## src/design/pgu_pkg.sv

```systemverilog
`default_nettype none

package pgu_pkg;

  localparam int TableDepthDefault = 257;
  localparam int QueueDepthDefault = 8;
  localparam int MaxRun            = 4;

  localparam logic [15:0] UnityGain = 16'h3fff;
  localparam logic [23:0] GainDiv   = 24'd16383;
  localparam logic [15:0] NegLimit  = 16'hff80;
  localparam logic [15:0] PosLimit  = 16'h007f;

  localparam logic [1:0] OsTwo  = 2'd1;
  localparam logic [1:0] OsFour = 2'd2;

  typedef enum logic [1:0] {
    CFG_VOLUME,
    CFG_SIXTEEN_BIT,
    CFG_STEREO,
    CFG_OVERSAMPLE
  } cfg_reg_t;

  typedef struct packed {
    logic [15:0] volume;
    logic        sixteen_bit;
    logic        stereo;
    logic [1:0]  oversample_mode;
  } cfg_t;

  typedef struct packed {
    logic [15:0] right;
    logic [15:0] left;
  } pair_t;

  // Each half is truncated toward zero; eight-bit mode wraps to its low byte.
  function automatic logic [15:0] pcm_mid(input logic [15:0] a, input logic [15:0] b,
                                          input logic sixteen);
    logic [16:0] ha;
    logic [16:0] hb;
    logic [16:0] sum;
    ha  = 17'($signed({a[15], a} + 17'(a[15])) >>> 1);
    hb  = 17'($signed({b[15], b} + 17'(b[15])) >>> 1);
    sum = ha + hb;
    if (sixteen) begin
      return sum[15:0];
    end
    return {{8{sum[7]}}, sum[7:0]};
  endfunction

endpackage

`default_nettype wire

```

## src/design/pgu_back.sv

```systemverilog
`default_nettype none

module pgu_back
  import pgu_pkg::*;
(
  input  wire logic        clk,
  input  wire logic        rst_n,
  input  wire cfg_t        cfg,
  input  wire logic        q_valid,
  input  wire pair_t       q_data,
  output logic             q_pop,
  output logic             out_tvalid,
  input  wire logic        out_tready,
  output logic [31:0]      out_tdata,
  output logic             out_tlast
);

  pair_t       hold_r [MaxRun];
  pair_t       run    [MaxRun];
  logic        hold_v_r;
  logic [1:0]  hold_k_r;
  logic [1:0]  hold_n_r;
  logic [1:0]  run_n;
  logic [15:0] last_left_r;
  logic [15:0] last_right_r;
  logic [15:0] m_l;
  logic [15:0] m_r;
  logic        out_v_r;
  pair_t       out_data_r;
  logic        out_last_r;
  logic        out_free;
  logic        emit;
  logic        emit_last;

  assign out_free  = ~out_v_r | out_tready;
  assign emit      = hold_v_r & out_free;
  assign emit_last = emit & (hold_k_r == hold_n_r);
  assign q_pop     = q_valid & (~hold_v_r | emit_last);

  always_comb begin
    m_l = pcm_mid(last_left_r, q_data.left, cfg.sixteen_bit);
    m_r = pcm_mid(last_right_r, q_data.right, cfg.sixteen_bit);
    for (int i = 0; i < MaxRun; i++) begin
      run[i] = '0;
    end
    unique case (cfg.oversample_mode)
      OsTwo: begin
        run[0].left  = m_l;
        run[0].right = m_r;
        run[1]       = q_data;
        run_n        = 2'd1;
      end
      OsFour: begin
        run[0].left  = pcm_mid(last_left_r, m_l, cfg.sixteen_bit);
        run[0].right = pcm_mid(last_right_r, m_r, cfg.sixteen_bit);
        run[1].left  = m_l;
        run[1].right = m_r;
        run[2].left  = pcm_mid(m_l, q_data.left, cfg.sixteen_bit);
        run[2].right = pcm_mid(m_r, q_data.right, cfg.sixteen_bit);
        run[3]       = q_data;
        run_n        = 2'd3;
      end
      default: begin
        run[0] = q_data;
        run_n  = 2'd0;
      end
    endcase
    if (!cfg.stereo) begin
      for (int i = 0; i < MaxRun; i++) begin
        run[i].right = '0;
      end
    end
  end

  always_ff @(posedge clk) begin
    if (!rst_n) begin
      hold_v_r     <= 1'b0;
      hold_k_r     <= '0;
      hold_n_r     <= '0;
      last_left_r  <= '0;
      last_right_r <= '0;
      out_v_r      <= 1'b0;
    end else begin
      if (q_pop) begin
        hold_v_r    <= 1'b1;
        hold_k_r    <= '0;
        hold_n_r    <= run_n;
        last_left_r <= q_data.left;
        if (cfg.stereo) begin
          last_right_r <= q_data.right;
        end
      end else if (emit_last) begin
        hold_v_r <= 1'b0;
      end else if (emit) begin
        hold_k_r <= hold_k_r + 2'd1;
      end
      if (emit) begin
        out_v_r <= 1'b1;
      end else if (out_tready) begin
        out_v_r <= 1'b0;
      end
    end
  end

  always_ff @(posedge clk) begin
    if (q_pop) begin
      for (int i = 0; i < MaxRun; i++) begin
        hold_r[i] <= run[i];
      end
    end
    if (emit) begin
      out_data_r <= hold_r[hold_k_r];
      out_last_r <= hold_k_r == hold_n_r;
    end
  end

  assign out_tvalid = out_v_r;
  assign out_tdata  = out_data_r;
  assign out_tlast  = out_last_r;

endmodule

`default_nettype wire

```

## config.mk

```make
export PLATFORM = sky130hd
export DESIGN_NAME = pgu_back
export DESIGN_NICKNAME = d
export VERILOG_FILES = /design/src/design/pgu_pkg.sv /design/src/design/pgu_back.sv
export SDC_FILE = /design/constraint.sdc
export NUM_CORES = 1
export LEC_CHECK = 0
export CAP_MARGIN = 10
export CORE_MARGIN = 2
export CORE_UTILIZATION = 30
export DETAILED_ROUTE_END_ITERATION = 16
export DONT_BUFFER_PORTS = 1
export SYNTH_ARGS = -nofsm -noshare
export SYNTH_HDL_FRONTEND = slang
export SYNTH_SLANG_ARGS = --single-unit
export TNS_END_PERCENT = 100
```

## constraint.sdc

```tcl
create_clock -name clk -period 11.75 [get_ports clk]
set_input_delay 2.9375 -clock clk [delete_from_list [all_inputs] [get_ports clk]]
set_output_delay 2.9375 -clock clk [all_outputs]
set_load 0.01 [all_outputs]
```

==> flow_summary.yaml <==
critical_path:
  reg2reg_slack_ns: 3.67
  end_kind: "flop"
  path_class: "in2reg"
  critPathMaxStageDelay_ns: 0.42
  path_max_fanout: 8
  timing.critical_path.from: "q_data[15]"
  required_ns: 12.01
  timing.rr.start: "last_left_r[15]$_SDFFE_PN0P_"
  rr_endpoint: "hold_r[2][14]$_SDFFCE_PN0P_"
  start_kind: "input pin"
  ff2ff_path_depth: 33
  critPathSlowestCell: "maj3_1"
  cpMostUsedCell: "o21ai_0"
  arrival_ns: 10.30
synth:
  yosysSeqAreaShare_pct: 37.5
  ys_types: 90
  yosysTopAreaCellShare_pct: 32.4
  ys_ff_latch: 199
  syn_inst: 1548
  synthesis.nets: 1699
  synth_common_cells: "166 x nand2_1, 161 x edfxtp_1, 126 x nor2_1, 102 x xnor2_1, 89 x ha_1"
  synth_edf_count: 161
  synth.avg_cell_area_um2: 9.63
  synth_most_common_cell: "nand2_1"
  yosys-top-cells-area: "edfxtp_1 32%, ha_1 7.5%, xnor2_1 6.0%"
  synth_top_area_cell: "edfxtp_1"
  yosys_most_used_dff: "edfxtp_1"
  async_flop_share_pct: 0
  yosys_warnings: 0
  syn_area_um2: 14900
clocking:
  cts_sinks: 199
  cts_root_buf: "clkbuf_16"
  cts_setup_buffers: 0
  postCtsHoldBufs: 0
  numCtsBuffers: 17
  path_clk_slew_ns: 0.08
  cts_tree: "yes"
  cts_resized: 0
  clockBufferDepth: 2
  clock_latency_ns: 0.46
  htree_num_levels: 4
die:
  dieHeight_um: 227
  coreArea_um2: 49000
  die_area_um2: 51500
  die_w_um: 227
  start_util_pct: 30.5
  ios: 91
  rows: 81
sta:
  setup_violations: 0
  worst_slew_pin_slew_ns: 1.19
  period_needed_ns: 10.04
  relSlewSlack_pct: 20.8
  period_share_pct: 85.4
  rsz0062_at_grt: "false"
  slew_viol_final: 0
  max_freq_mhz: 99.6
  hold_violations: 0
  setup_tns_ns: 0
  clock-skew-final_ns: 0.0111
pwr:
  seq_power_share_pct: 40.2
  p_per_area_nw_per_um2: 133
  total_power_uw: 2140
  leakagePower_uw: 0.00597
  p_int_uw: 1400
  power_frac_clock_pct: 29.2
  peakVddDrop_v: 0.0000849
  combPwrFrac_pct: 30.6
  p_switching_uw: 739
  swShare_pct: 34.5
place:
  io_buffers: 0
  dpl-instance-area_um2: 15500
  place.gp.congestion: 0.859
  dp_hpwl_um: 31700
run_status:
  outcome: "finished clean"
drt:
  antenna_left: 0
  viasPerCell: 5.41
  drc_errors: 0
  wirelength_um: 42300
  drt-initial-drc-count: 1030
  vias: 11800
  wire_per_inst_um: 19.4
  drtPass1Iterations: 6
final_layout:
  drive_gt1_share_pct: 7.45
  fin_nets: 1655
  antenna_cells: 0
  syn_to_final_growth_pct: 8.20
  fin_area_um2: 16100
global_routing:
  grt_start_max_net_pins: 98
  antenna_found_initial: 2
  grt_pass1_vias: 11300
  grt_use_met1_pct: 24.5
  grt_pass1_wl_um: 66100
  grt_use_met2_pct: 24.9
  gr-max-usage-layer: "met2"
  met3_usage_pct: 3.12
  grt_remaining_overflow: 0
  grtUsageTotal_pct: 16.7
run:
  maxCapViolCount: 0
hold_path:
  whs_path_depth: 2
  min_to: "hold_n_r[1]$_SDFFE_PN0P_"
  min_from: "hold_n_r[1]$_SDFFE_PN0P_"
  hold_path_class: "reg2reg"
## stage by stage
stage	util (%)	instances	setup slack [ns]	hold slack (ns)
floorplan	-	1548	1.75	0.448
global placement	31.7	2149	1.26	0.464
detailed placement	31.7	2149	1.26	0.474
CTS	32.9	2181	1.74	0.488
global route	32.9	2181	0.973	0.501
finish	32.9	2181	1.71	0.493
## routing by layer
layer | routed length [µm] | share of wire (%)
met4 | 686 | 1.6
met5 | 26 | 0.061
met2 | 18200 | 43
met1 | 20200 | 48
met3 | 3280 | 7.7
## critical path: cells and delay by family
kind                     cells  cell delay (ns)
buffers and inverters        1             0.11
AO/OA/AOI/OAI               16             3.31
AND/OR/NAND/NOR              9             1.72
XOR/XNOR                     2             0.62
adder cells (fa/ha/maj)      5             1.59
## cell usage in the layout (no fill, tap or decap), types with 32 or more instances in the layout
cell,netlist,routed
nand3_1,47,47
mux4_2,32,32
nor2_1,126,126
a21oi_1,78,78
and2_1,35,35
o21ai_0,62,62
nand2_1,166,166
xnor2_1,102,102
xor2_1,40,40
edfxtp_1,161,161
dfxtp_1,38,37
ha_1,89,87
a21boi_0,39,39
inv_1,71,70
## power groups by stage
| stage | Sequential [µW] | Clock (µW) | Combinational, µW |
|---|---|---|---|
| after detailed placement | 877 | 0 | 639 |
| final | 860 | 626 | 654 |
| after global placement | 874 | 0 | 634 |
| after floorplan | 873 | 0 | 499 |
| after CTS | 861 | 639 | 643 |
| after global routing | 867 | 662 | 724 |
## cells by family after synthesis
| family | share of synthesized area, % |
|---|---|
| simple gates | 17.0 |
| xor+xnor | 8.49 |
| fa+ha+maj | 8.70 |
| buf+inv | 4.07 |
| compound gates | 18.5 |
| mux | 5.67 |
| flops | 37.5 |
## area by class of cell
type | instances | area [µm²]
Clock inverter | 15 | 205
Timing Repair Buffer | 10 | 75.1
Fill cell | 4911 | 32800
Sequential cell | 199 | 5600
Tap cell | 664 | 831
Inverter | 73 | 279
Multi-Input combinational cell | 1203 | 8720
Clock buffer | 17 | 425
## worst max path at each step
stage / end / slack (ns)
6_report: hold_r[2][14]$_SDFFCE_PN0P_ / 1.71
5_1_grt: hold_r[2][14]$_SDFFCE_PN0P_ / 0.97
4_1_cts: hold_r[2][15]$_SDFFCE_PN0P_ / 1.74
3_5_place_dp: hold_r[2][15]$_SDFFCE_PN0P_ / 1.26
3_3_place_gp: hold_r[2][15]$_SDFFCE_PN0P_ / 1.26
2_1_floorplan: q_pop / 1.75
## sequential cells by signal, summed over array words and instances, names as in the netlist
register      flops
hold_k_r          2
hold_n_r          2
hold_r          128
hold_v_r          1
last_left_r      16
last_right_r     16
out_tdata        32
out_tlast         1
out_tvalid        1
No activity file was read; power rests on OpenSTA's default activity.
