[src/design/pgu_pkg.sv]
`default_nettype none

package pgu_pkg;

  localparam int TableDepthDefault = 257;
  localparam int QueueDepthDefault = 8;
  localparam int MaxRun            = 4;

  localparam logic [15:0] UnityGain = 16'h3fff;
  localparam logic [23:0] GainDiv   = 24'd16383;
  localparam logic [15:0] NegLimit  = 16'hff80;
  localparam logic [15:0] PosLimit  = 16'h007f;

  localparam logic [1:0] OsTwo  = 2'd1;
  localparam logic [1:0] OsFour = 2'd2;

  typedef enum logic [1:0] {
    CFG_VOLUME,
    CFG_SIXTEEN_BIT,
    CFG_STEREO,
    CFG_OVERSAMPLE
  } cfg_reg_t;

  typedef struct packed {
    logic [15:0] volume;
    logic        sixteen_bit;
    logic        stereo;
    logic [1:0]  oversample_mode;
  } cfg_t;

  typedef struct packed {
    logic [15:0] right;
    logic [15:0] left;
  } pair_t;

  // Each half is truncated toward zero; eight-bit mode wraps to its low byte.
  function automatic logic [15:0] pcm_mid(input logic [15:0] a, input logic [15:0] b,
                                          input logic sixteen);
    logic [16:0] ha;
    logic [16:0] hb;
    logic [16:0] sum;
    ha  = 17'($signed({a[15], a} + 17'(a[15])) >>> 1);
    hb  = 17'($signed({b[15], b} + 17'(b[15])) >>> 1);
    sum = ha + hb;
    if (sixteen) begin
      return sum[15:0];
    end
    return {{8{sum[7]}}, sum[7:0]};
  endfunction

endpackage

`default_nettype wire

[src/design/pgu_queue.sv]
`default_nettype none

module pgu_queue
  import pgu_pkg::*;
#(
  parameter int DEPTH = QueueDepthDefault
) (
  input  wire logic  clk,
  input  wire logic  rst_n,
  input  wire logic  push,
  input  wire pair_t din,
  input  wire logic  pop,
  output logic       valid,
  output pair_t      dout,
  output logic       full
);

  localparam int PW = $clog2(DEPTH);
  localparam int CW = $clog2(DEPTH + 1);

  pair_t         mem_r [DEPTH];
  logic [PW-1:0] wr_ptr_r;
  logic [PW-1:0] rd_ptr_r;
  logic [CW-1:0] count_r;
  logic [CW-1:0] count_nxt;

  assign valid = count_r != '0;
  assign full  = count_r == CW'(DEPTH);
  assign dout  = mem_r[rd_ptr_r];

  always_comb begin
    count_nxt = count_r;
    unique case ({push, pop})
      2'b10:   count_nxt = count_r + CW'(1);
      2'b01:   count_nxt = count_r - CW'(1);
      default: count_nxt = count_r;
    endcase
  end

  always_ff @(posedge clk) begin
    if (!rst_n) begin
      wr_ptr_r <= '0;
      rd_ptr_r <= '0;
      count_r  <= '0;
    end else begin
      count_r <= count_nxt;
      if (push) begin
        wr_ptr_r <= (wr_ptr_r == PW'(DEPTH - 1)) ? '0 : wr_ptr_r + PW'(1);
      end
      if (pop) begin
        rd_ptr_r <= (rd_ptr_r == PW'(DEPTH - 1)) ? '0 : rd_ptr_r + PW'(1);
      end
    end
  end

  always_ff @(posedge clk) begin
    if (push) begin
      mem_r[wr_ptr_r] <= din;
    end
  end

endmodule

`default_nettype wire

[config.mk]
export PLATFORM = sky130hd
export DESIGN_NAME = pgu_queue
export DESIGN_NICKNAME = d
export VERILOG_FILES = /design/src/design/pgu_pkg.sv /design/src/design/pgu_queue.sv
export SDC_FILE = /design/constraint.sdc
export NUM_CORES = 1
export LEC_CHECK = 0
export BUFFER_PORTS_ARGS = -buffer_cell sky130_fd_sc_hd__clkbuf_2
export CORE_AREA = 2 2 153 155
export CTS_CLUSTER_SIZE = 24
export DETAILED_ROUTE_END_ITERATION = 8
export DIE_AREA = 0 0 155 157
export GPL_TIMING_DRIVEN = 0
export PLACE_DENSITY = 0.61
export SLEW_MARGIN = 0
export SYNTH_ARGS = -nofsm -noshare
export SYNTH_HDL_FRONTEND = slang
export SYNTH_SLANG_ARGS = --single-unit
[constraint.sdc]
create_clock -name clk -period 4.1 [get_ports clk]
set_clock_uncertainty 0.05 [all_clocks]
set_input_delay 0.82 -clock clk [delete_from_list [all_inputs] [get_ports clk]]
set_output_delay 0.82 -clock clk [all_outputs]
set_load 0.05 [all_outputs]
==> flow_summary.json, run 1 <==
{
  "drive_above_1_share_pct": 34.7,
  "crit_path_start_kind": "register",
  "yosysTopAreaCellShare_pct": 73.6,
  "syn-mean-instance-area_sq_um": 23.6,
  "ys_seq_area_share_pct": 76.1,
  "post-route-period-util_pct": 81.6,
  "final_nets": 597,
  "async_flop_share_pct": 0,
  "crit_slowest_cell": "buf_2",
  "powerDensity_mw_per_mm2": 479,
  "pre_cts_slack_ps": 1230,
  "slew_viol_final": 0,
  "post-synth-top-count-cell": "edfxtp_1",
  "max_cap_viol_count": 0,
  "synth_nets": 486,
  "crit_chain": "clkbuf_1 -> buf_2 -> mux4_2 -> mux2_2 -> clkbuf_2",
  "diodes": 0,
  "n_fill_cell": 1691,
  "hp-class": "register to register",
  "postSynthCellCount": 443,
  "die_h_microns": 157,
  "status": "completed",
  "critPathRequiredTime_ps": 3230,
  "synth.area.top_cells": "edfxtp_1 (74%), mux4_1 (10%), mux4_2 (5.2%)",
  "synth_mux_area_share_pct": 19.3,
  "path_class": "register to output port",
  "switching_share_pct": 23.0,
  "clkTransAtPathRegs_ps": 60,
  "postCtsHoldBufs": 0,
  "setup_ws_ps": 753,
  "grt_pass1_vias": 5014,
  "clk_latency_ps": 520,
  "start_util_pct": 46.4,
  "postCtsSetupBuffers": 0,
  "cts_buffers": 26,
  "peakVddDrop_uv": 336,
  "dieArea_sq_mm": 0.0243,
  "relSlewSlack_pct": 43.0,
  "crit_buf_inv": 3,
  "critPathTopFamily": "buffers and inverters",
  "synth_commonest_cells": "edfxtp_1 (256), mux4_1 (40), mux2_2 (33), mux4_2 (24), dfxtp_1 (13)",
  "max_stage_delay_ps": 380,
  "worstPathArrival_ps": 2480,
  "grt_usage_pct": 16.3,
  "total_power_mw": 5.86,
  "placed_cell_area_sq_mm": 0.0114,
  "vias": 4717,
  "synthesis.area_sq_mm": 0.0104,
  "wl_per_cell_microns": 22.6,
  "wl_microns": 19400,
  "htree_levels": 1,
  "synth_edf_count": 256,
  "synth-compound-area-share_pct": 0.503,
  "internal_power_mw": 4.51,
  "p_sw_mw": 1.35,
  "ant_nets": 0,
  "dr.pass1.iters": 4,
  "synth_top_family_by_area": "multiplexers",
  "drt-initial-drc-count": 448,
  "max_freq_mhz": 299,
  "post-route-util_pct": 54.3,
  "grt_max_degree": 24,
  "synth_fa_ha_area_share_pct": 0.839,
  "dp_hpwl_microns": 12300,
  "netlist-cell-type-count": 30,
  "coreArea_sq_mm": 0.0225,
  "synth-main-ff-cell": "edfxtp_1",
  "instances_no_fill": 859,
  "portBuffers": 69,
  "syn2layout_area_growth_pct": 17.1,
  "hold-worst-slack_ps": 441,
  "synth-xor-area-share_pct": 0.252,
  "fin_area_sq_mm": 0.0122,
  "post_cts_resize_count": 0,
  "finalHoldViolCount": 0,
  "place_congestion": 0.663,
  "drc": 0,
  "synth_largest_area_cell": "edfxtp_1",
  "worst_pin_slew_ps": 856,
  "combPwrFrac_pct": 9.7,
  "power_frac_clock_pct": 37.5,
  "clk_path_buf_depth": 3,
  "tns_ps": 0,
  "grt-ovfl-total": 0,
  "dieWidth_microns": 155,
  "root_buffer": "clkbuf_16",
  "grt_first_pass_wirelength_microns": 29100,
  "yosys_warnings": 0,
  "synth_seq_cells": 269,
  "vias_per_cell": 5.49,
  "antenna_found_initial": 0,
  "pin_count": 70,
  "p_leak_nw": 4.09,
  "crit_path_end_kind": "output port",
  "synthSimpleGateAreaFrac_pct": 1.70,
  "cts_tree": "yes",
  "pwr-share-seq_pct": 52.8,
  "cts_sinks": 269,
  "setup_viol": 0,
  "dpl.cell_count": 811,
  "placementRows": 55,
  "cp_max_fo": 10,
  "rsz0062_at_grt": "no",
  "min_period_ps": 3350
}
-- cell type report --
cell class,count,area [sq um],area share [%]
Sequential cell,269,7950,65.0
Multi-Input combinational cell,153,2410,19.7
Clock buffer,32,673,5.50
Timing Repair Buffer,83,582,4.76
Tap cell,285,357,2.92
Buffer,20,135,1.11
Clock inverter,16,118,0.962
Inverter,1,3.75,0.0307
-- placed cells by master (no fill, tap or decap), drive strengths merged, types with 2 or more instances in the layout --
master	n
nor4b	2
nor2b	6
clkinv	14
a21oi	2
edfxtp	256
nand2b	4
clkbuf	105
mux2	33
nor2	7
ha	7
and2	2
mux2i	5
nand2	6
buf	30
dfxtp	13
nor3	3
mux4	64
o21ai	2
xor2	2
-- path summary, 6_finish.rpt --
check	startpoint	endpoint	slack [ps]	depth (start not counted)
max	register	dout[31]	750	5
min	count_r[3]	count_r[3]	440	2
max reg2reg	wr_ptr_r[0]	mem_r[0][20]	1880	5
min reg2reg	count_r[3]	count_r[3]	440	2
-- routing by layer --
metal  routed length (microns)  track usage, %  up-vias
met5                         0               0        -
met4                       287            4.41        0
met3                       955            3.03       20
met2                     10100            28.4      101
met1                      8090            21.1     2463
li1                          -               -     2133
-- cells by family (layout without fill, tap and decap cells) --
family	count (synthesis)	after routing
flops	269	269
mux	102	102
simple gates	33	33
buf+inv	21	152
compound gates	8	8
fa+ha+maj	7	7
xor+xnor	3	3
-- sequential cells by signal, summed over array words and instances (netlist names), named ones only --
| signal | flops |
|---|---|
| mem_r | 256 |
| rd_ptr_r | 3 |
| wr_ptr_r | 3 |
| count_r | 4 |
-- worst reg2reg max path: cells and delay by family (launching register included) --
family / cells / cell delay [ps]
DFF: 1 / 330
buffers and inverters: 3 / 600
and+or+nand+nor: 2 / 940
-- power by group through the flow --
stage / logic, mW / registers, mW / clock network [mW]
finish: 0.568 / 3.09 / 2.20
global placement: 0.546 / 3.15 / 0
detailed placement: 0.576 / 3.15 / 0
global route: 0.605 / 3.10 / 2.35
floorplan: 0.404 / 3.15 / 0
CTS: 0.578 / 3.09 / 2.24
(Power assumes the default switching activity.)
==> run 2: changes to the inputs <==
==> constraint.sdc (replaced) <==
create_clock -name clk -period 3.4 [get_ports clk]
set_clock_uncertainty 0.05 [all_clocks]
set_input_delay 0.68 -clock clk [delete_from_list [all_inputs] [get_ports clk]]
set_output_delay 0.68 -clock clk [all_outputs]
set_load 0.05 [all_outputs]
==> flow_summary.json, run 2 (synthesis gave the netlist of run 1 again) <==
{
  "status": "completed",
  "post_cts_resize_count": 0,
  "regMostFlops": "mem_r",
  "wl_per_cell_microns": 22.9,
  "r2r_start": "wr_ptr_r[0]",
  "drive_above_1_share_pct": 34.2,
  "dp_hpwl_microns": 11800,
  "r2r_cells": 4,
  "instances_no_fill": 853,
  "placementRows": 55,
  "max_cap_viol_count": 0,
  "crit_path_end_kind": "output port",
  "cp_max_fo": 10,
  "start_util_pct": 46.4,
  "clk_path_buf_depth": 3,
  "min_path_cells": 3,
  "met3_usage_pct": 3.17,
  "cts_buffers": 27,
  "post-route-period-util_pct": 92.9,
  "cts_tree": "yes",
  "postCtsSetupBuffers": 0,
  "vias": 4736,
  "final_nets": 593,
  "powerDensity_mw_per_mm2": 586,
  "fin_area_sq_mm": 0.0122,
  "rsz0062_at_grt": "no",
  "crit_slowest_cell": "buf_1",
  "diodes": 0,
  "mostFrequentLayoutCells": "edfxtp_1 (256), clkbuf_2 (69), mux4_1 (40), mux2_2 (33), clkbuf_16 (27)",
  "crit_buf_inv": 3,
  "portBuffers": 69,
  "htree_levels": 1,
  "crit_top_cell": "buf_1",
  "hold-worst-slack_ps": 356,
  "dr.pass1.iters": 6,
  "placed_cell_area_sq_mm": 0.0114,
  "max_stage_delay_ps": 650,
  "critPathTopFamily": "buffers and inverters",
  "wl_microns": 19600,
  "min_period_ps": 3160,
  "critPathRequiredTime_ps": 2670,
  "syn2layout_area_growth_pct": 17.3,
  "post-route-util_pct": 54.4,
  "coreArea_sq_mm": 0.0225,
  "largest_register_ffs": 256,
  "crit_chain": "buf_1 -> buf_1 -> mux2_2 -> clkbuf_2",
  "setup_viol": 0,
  "cts_sinks": 269,
  "max_freq_mhz": 316,
  "dpl.cell_count": 807,
  "layout_commonest_cell": "edfxtp_1",
  "grt_usage_pct": 16.6,
  "gr-usage-met1_pct": 20.9,
  "grt_pass1_vias": 5112,
  "clkTransAtPathRegs_ps": 60,
  "finalHoldViolCount": 0,
  "drt-initial-drc-count": 272,
  "grt-ovfl-total": 0,
  "drc": 0,
  "rr_endpoint": "mem_r[0][14]",
  "dieWidth_microns": 155,
  "worstPathArrival_ps": 2430,
  "relSlewSlack_pct": 46.6,
  "grt_first_pass_wirelength_microns": 29700,
  "worst_pin_slew_ps": 800,
  "reg2reg_setup_slack_ps": 1420,
  "pin_count": 70,
  "min-delay-start": "rst_n",
  "vias_per_cell": 5.55,
  "tns_ps": 0,
  "clk_latency_ps": 520,
  "antenna_found_initial": 0,
  "peakVddDrop_uv": 382,
  "slew_viol_final": 0,
  "crit_path_start_kind": "register",
  "hp-class": "input pin to register",
  "grt_max_degree": 25,
  "path_class": "register to output port",
  "setup_ws_ps": 240,
  "root_buffer": "clkbuf_16",
  "dieArea_sq_mm": 0.0243,
  "top_regs": "mem_r x256, count_r x4",
  "p_leak_nw": 4.07,
  "total_power_mw": 7.18,
  "ant_nets": 0,
  "pre_cts_slack_ps": 597,
  "postCtsHoldBufs": 0,
  "place_congestion": 0.707,
  "min_to": "count_r[3]",
  "grt.met2_usage_pct": 29.9,
  "die_h_microns": 157,
  "grt_busiest_layer": "met2"
}
## run 2: tightest hold or removal path: cells and delay by family
family	cells	cell delay [ps]
mux	1	60
simple gates	1	60
buf+inv	1	90
## run 2: per-layer routing
metal	share of wire, %	vias up	wire length [microns]
li1	-	2122	-
met1	41	2471	8030
met3	5.1	31	998
met2	52	112	10200
met4	1.8	0	360
met5	0	-	0
## run 2: worst max-delay path by stage
stage,start,endpoint,slack (ps),depth (start not counted)
after global placement,push,mem_r[4][11],-950,3
after global routing,register,dout[21],130,4
after detailed placement,register,dout[1],600,5
final,register,dout[21],240,4
after CTS,register,dout[1],50,5
after floorplan,count_r[1],full,640,1
## run 2: power breakdown
part           total (mW)  internal [mW]  switching, mW
clock network        2.77           1.60           1.17
registers            3.73           3.70         0.0309
logic               0.681          0.251          0.430
## run 2: final cells by class
class	instances	area (sq um)
Fill cell	1705	10300
Sequential cell	269	7950
Multi-Input combinational cell	153	2420
Clock buffer	29	683
Timing Repair Buffer	79	558
Tap cell	285	357
Clock inverter	18	143
Buffer	19	131
Inverter	1	3.75
==> run 3: changes to the inputs <==
--- a/config.mk
+++ b/config.mk
@@ -7,11 +7,12 @@
 export LEC_CHECK = 0
 export BUFFER_PORTS_ARGS = -buffer_cell sky130_fd_sc_hd__clkbuf_2
 export CORE_AREA = 2 2 153 155
+export CTS_BUF_LIST = sky130_fd_sc_hd__clkbuf_8
 export CTS_CLUSTER_SIZE = 24
 export DETAILED_ROUTE_END_ITERATION = 8
 export DIE_AREA = 0 0 155 157
 export GPL_TIMING_DRIVEN = 0
-export PLACE_DENSITY = 0.61
+export PLACE_DENSITY = 0.74
 export SLEW_MARGIN = 0
 export SYNTH_ARGS = -nofsm -noshare
 export SYNTH_HDL_FRONTEND = slang
==> flow_summary.json, run 3 (synthesis gave the netlist of run 1 again) <==
{
  "grt_first_pass_wirelength_microns": 29800,
  "status": "completed",
  "max_stage_delay_ps": 620,
  "start_util_pct": 46.4,
  "powerDensity_mw_per_mm2": 572,
  "relSlewSlack_pct": 49.2,
  "crit_path_end_kind": "output port",
  "max_freq_mhz": 317,
  "ant_nets": 0,
  "clk_latency_ps": 530,
  "setup_viol": 0,
  "reg2reg_setup_slack_ps": 1270,
  "final_nets": 608,
  "diodes": 0,
  "critPathCapture": "dout[5]",
  "grt-ovfl-total": 0,
  "critical_path_depth": 4,
  "pre_cts_slack_ps": 644,
  "crit_chain": "buf_1 -> clkbuf_1 -> mux2_2 -> clkbuf_2",
  "critPathTopFamily": "buffers and inverters",
  "r2r_cells": 4,
  "post_cts_resize_count": 0,
  "dr.pass1.iters": 4,
  "total_power_mw": 7.01,
  "min_period_ps": 3160,
  "post-route-util_pct": 54.5,
  "p_leak_nw": 4.14,
  "post-route-period-util_pct": 92.8,
  "max_cap_viol_count": 0,
  "postCtsSetupBuffers": 0,
  "crit_slowest_cell": "clkbuf_1",
  "grt_max_degree": 26,
  "slew_viol_final": 0,
  "r2r_start": "wr_ptr_r[0]",
  "cts_sinks": 269,
  "drc": 0,
  "worstPathArrival_ps": 2430,
  "regMostFlops": "mem_r",
  "wl_per_cell_microns": 22.1,
  "cts_buffers": 42,
  "postCtsHoldBufs": 0,
  "wl_microns": 19500,
  "peakVddDrop_uv": 293,
  "portBuffers": 69,
  "die_h_microns": 157,
  "placed_cell_area_sq_mm": 0.0114,
  "pin_count": 70,
  "coreArea_sq_mm": 0.0225,
  "place_congestion": 0.722,
  "finalHoldViolCount": 0,
  "rr_endpoint": "mem_r[0][13]",
  "clk_path_buf_depth": 3,
  "hp-class": "input pin to register",
  "mostFrequentLayoutCells": "edfxtp_1 (256), clkbuf_2 (69), clkbuf_8 (45), mux4_1 (40), mux2_2 (33)",
  "vias": 4830,
  "tns_ps": 0,
  "critPathRequiredTime_ps": 2670,
  "syn2layout_area_growth_pct": 17.4,
  "path_class": "register to output port",
  "crit_buf_inv": 3,
  "rsz0062_at_grt": "no",
  "setup_ws_ps": 243,
  "fin_area_sq_mm": 0.0123,
  "layout_commonest_cell": "edfxtp_1",
  "placementRows": 55,
  "drive_above_1_share_pct": 36.8,
  "crit_path_start_kind": "register",
  "root_buffer": "clkbuf_8",
  "antenna_found_initial": 0,
  "dieWidth_microns": 155,
  "dp_hpwl_microns": 12000,
  "dieArea_sq_mm": 0.0243,
  "vias_per_cell": 5.47,
  "cts_tree": "yes",
  "grt_pass1_vias": 5205,
  "cp_max_fo": 10,
  "clkTransAtPathRegs_ps": 60,
  "grt_usage_pct": 16.5,
  "drt-initial-drc-count": 250,
  "largest_register_ffs": 256,
  "htree_levels": 2,
  "worst_pin_slew_ps": 761,
  "top_regs": "mem_r x256, count_r x4"
}
run 3: cell count changes in the layout (fill, tap and decap cells not counted), sizes merged:
cell and delta:
inv +8, clkbuf +16, clkinv +6
run 3: how the worst min path moves through the flow:
stage,slack [ps],to,depth (start not counted),from
global placement,400,count_r[3],2,count_r[3]
CTS,350,mem_r[3][20],1,din[20]
floorplan,400,count_r[3],2,count_r[3]
detailed placement,440,count_r[3],2,count_r[3]
finish,370,count_r[3],3,rst_n
global route,370,mem_r[0][19],1,din[19]
run 3: report_power, final:
| part | leakage, nW | switching, mW | total [mW] | internal [mW] |
|---|---|---|---|---|
| registers | 2.43 | 0.0311 | 3.73 | 3.70 |
| clock network | 0.463 | 1.20 | 2.59 | 1.39 |
| logic | 1.25 | 0.435 | 0.686 | 0.252 |
| total | 4.14 | 1.66 | 7.01 | 5.35 |
run 3: worst register-to-register path, stage by stage (launching register included):
cell	delay (ps)
dfxtp_1	340
nand2b_1	340
nor3_4	670
buf_8	250
buf_16	170
run 3: per-layer routing:
| layer | track usage, % | vias to the layer above | part of all wire (%) |
|---|---|---|---|
| met3 | 3.66 | 24 | 5.0 |
| met4 | 4.81 | 0 | 1.4 |
| met5 | 0 | - | 0 |
| met2 | 29.1 | 120 | 52 |
| met1 | 20.7 | 2522 | 41 |
| li1 | - | 2164 | - |
run 3: metrics by stage:
stage	hold slack (ps)	cells
3_5_place_dp	442	807
3_3_place_gp	404	797
6_report	370	883
2_1_floorplan	395	443
4_1_cts	351	884
5_1_grt	367	883
run 3: area by class of cell:
class	count	area (sq um)
clock buffer	45	619
timing repair buffer	79	573
multi-input combinational	153	2420
clock inverter	32	201
fill	1643	10200
sequential	269	7950
buffer	19	131
tap	285	357
inverter	1	3.75
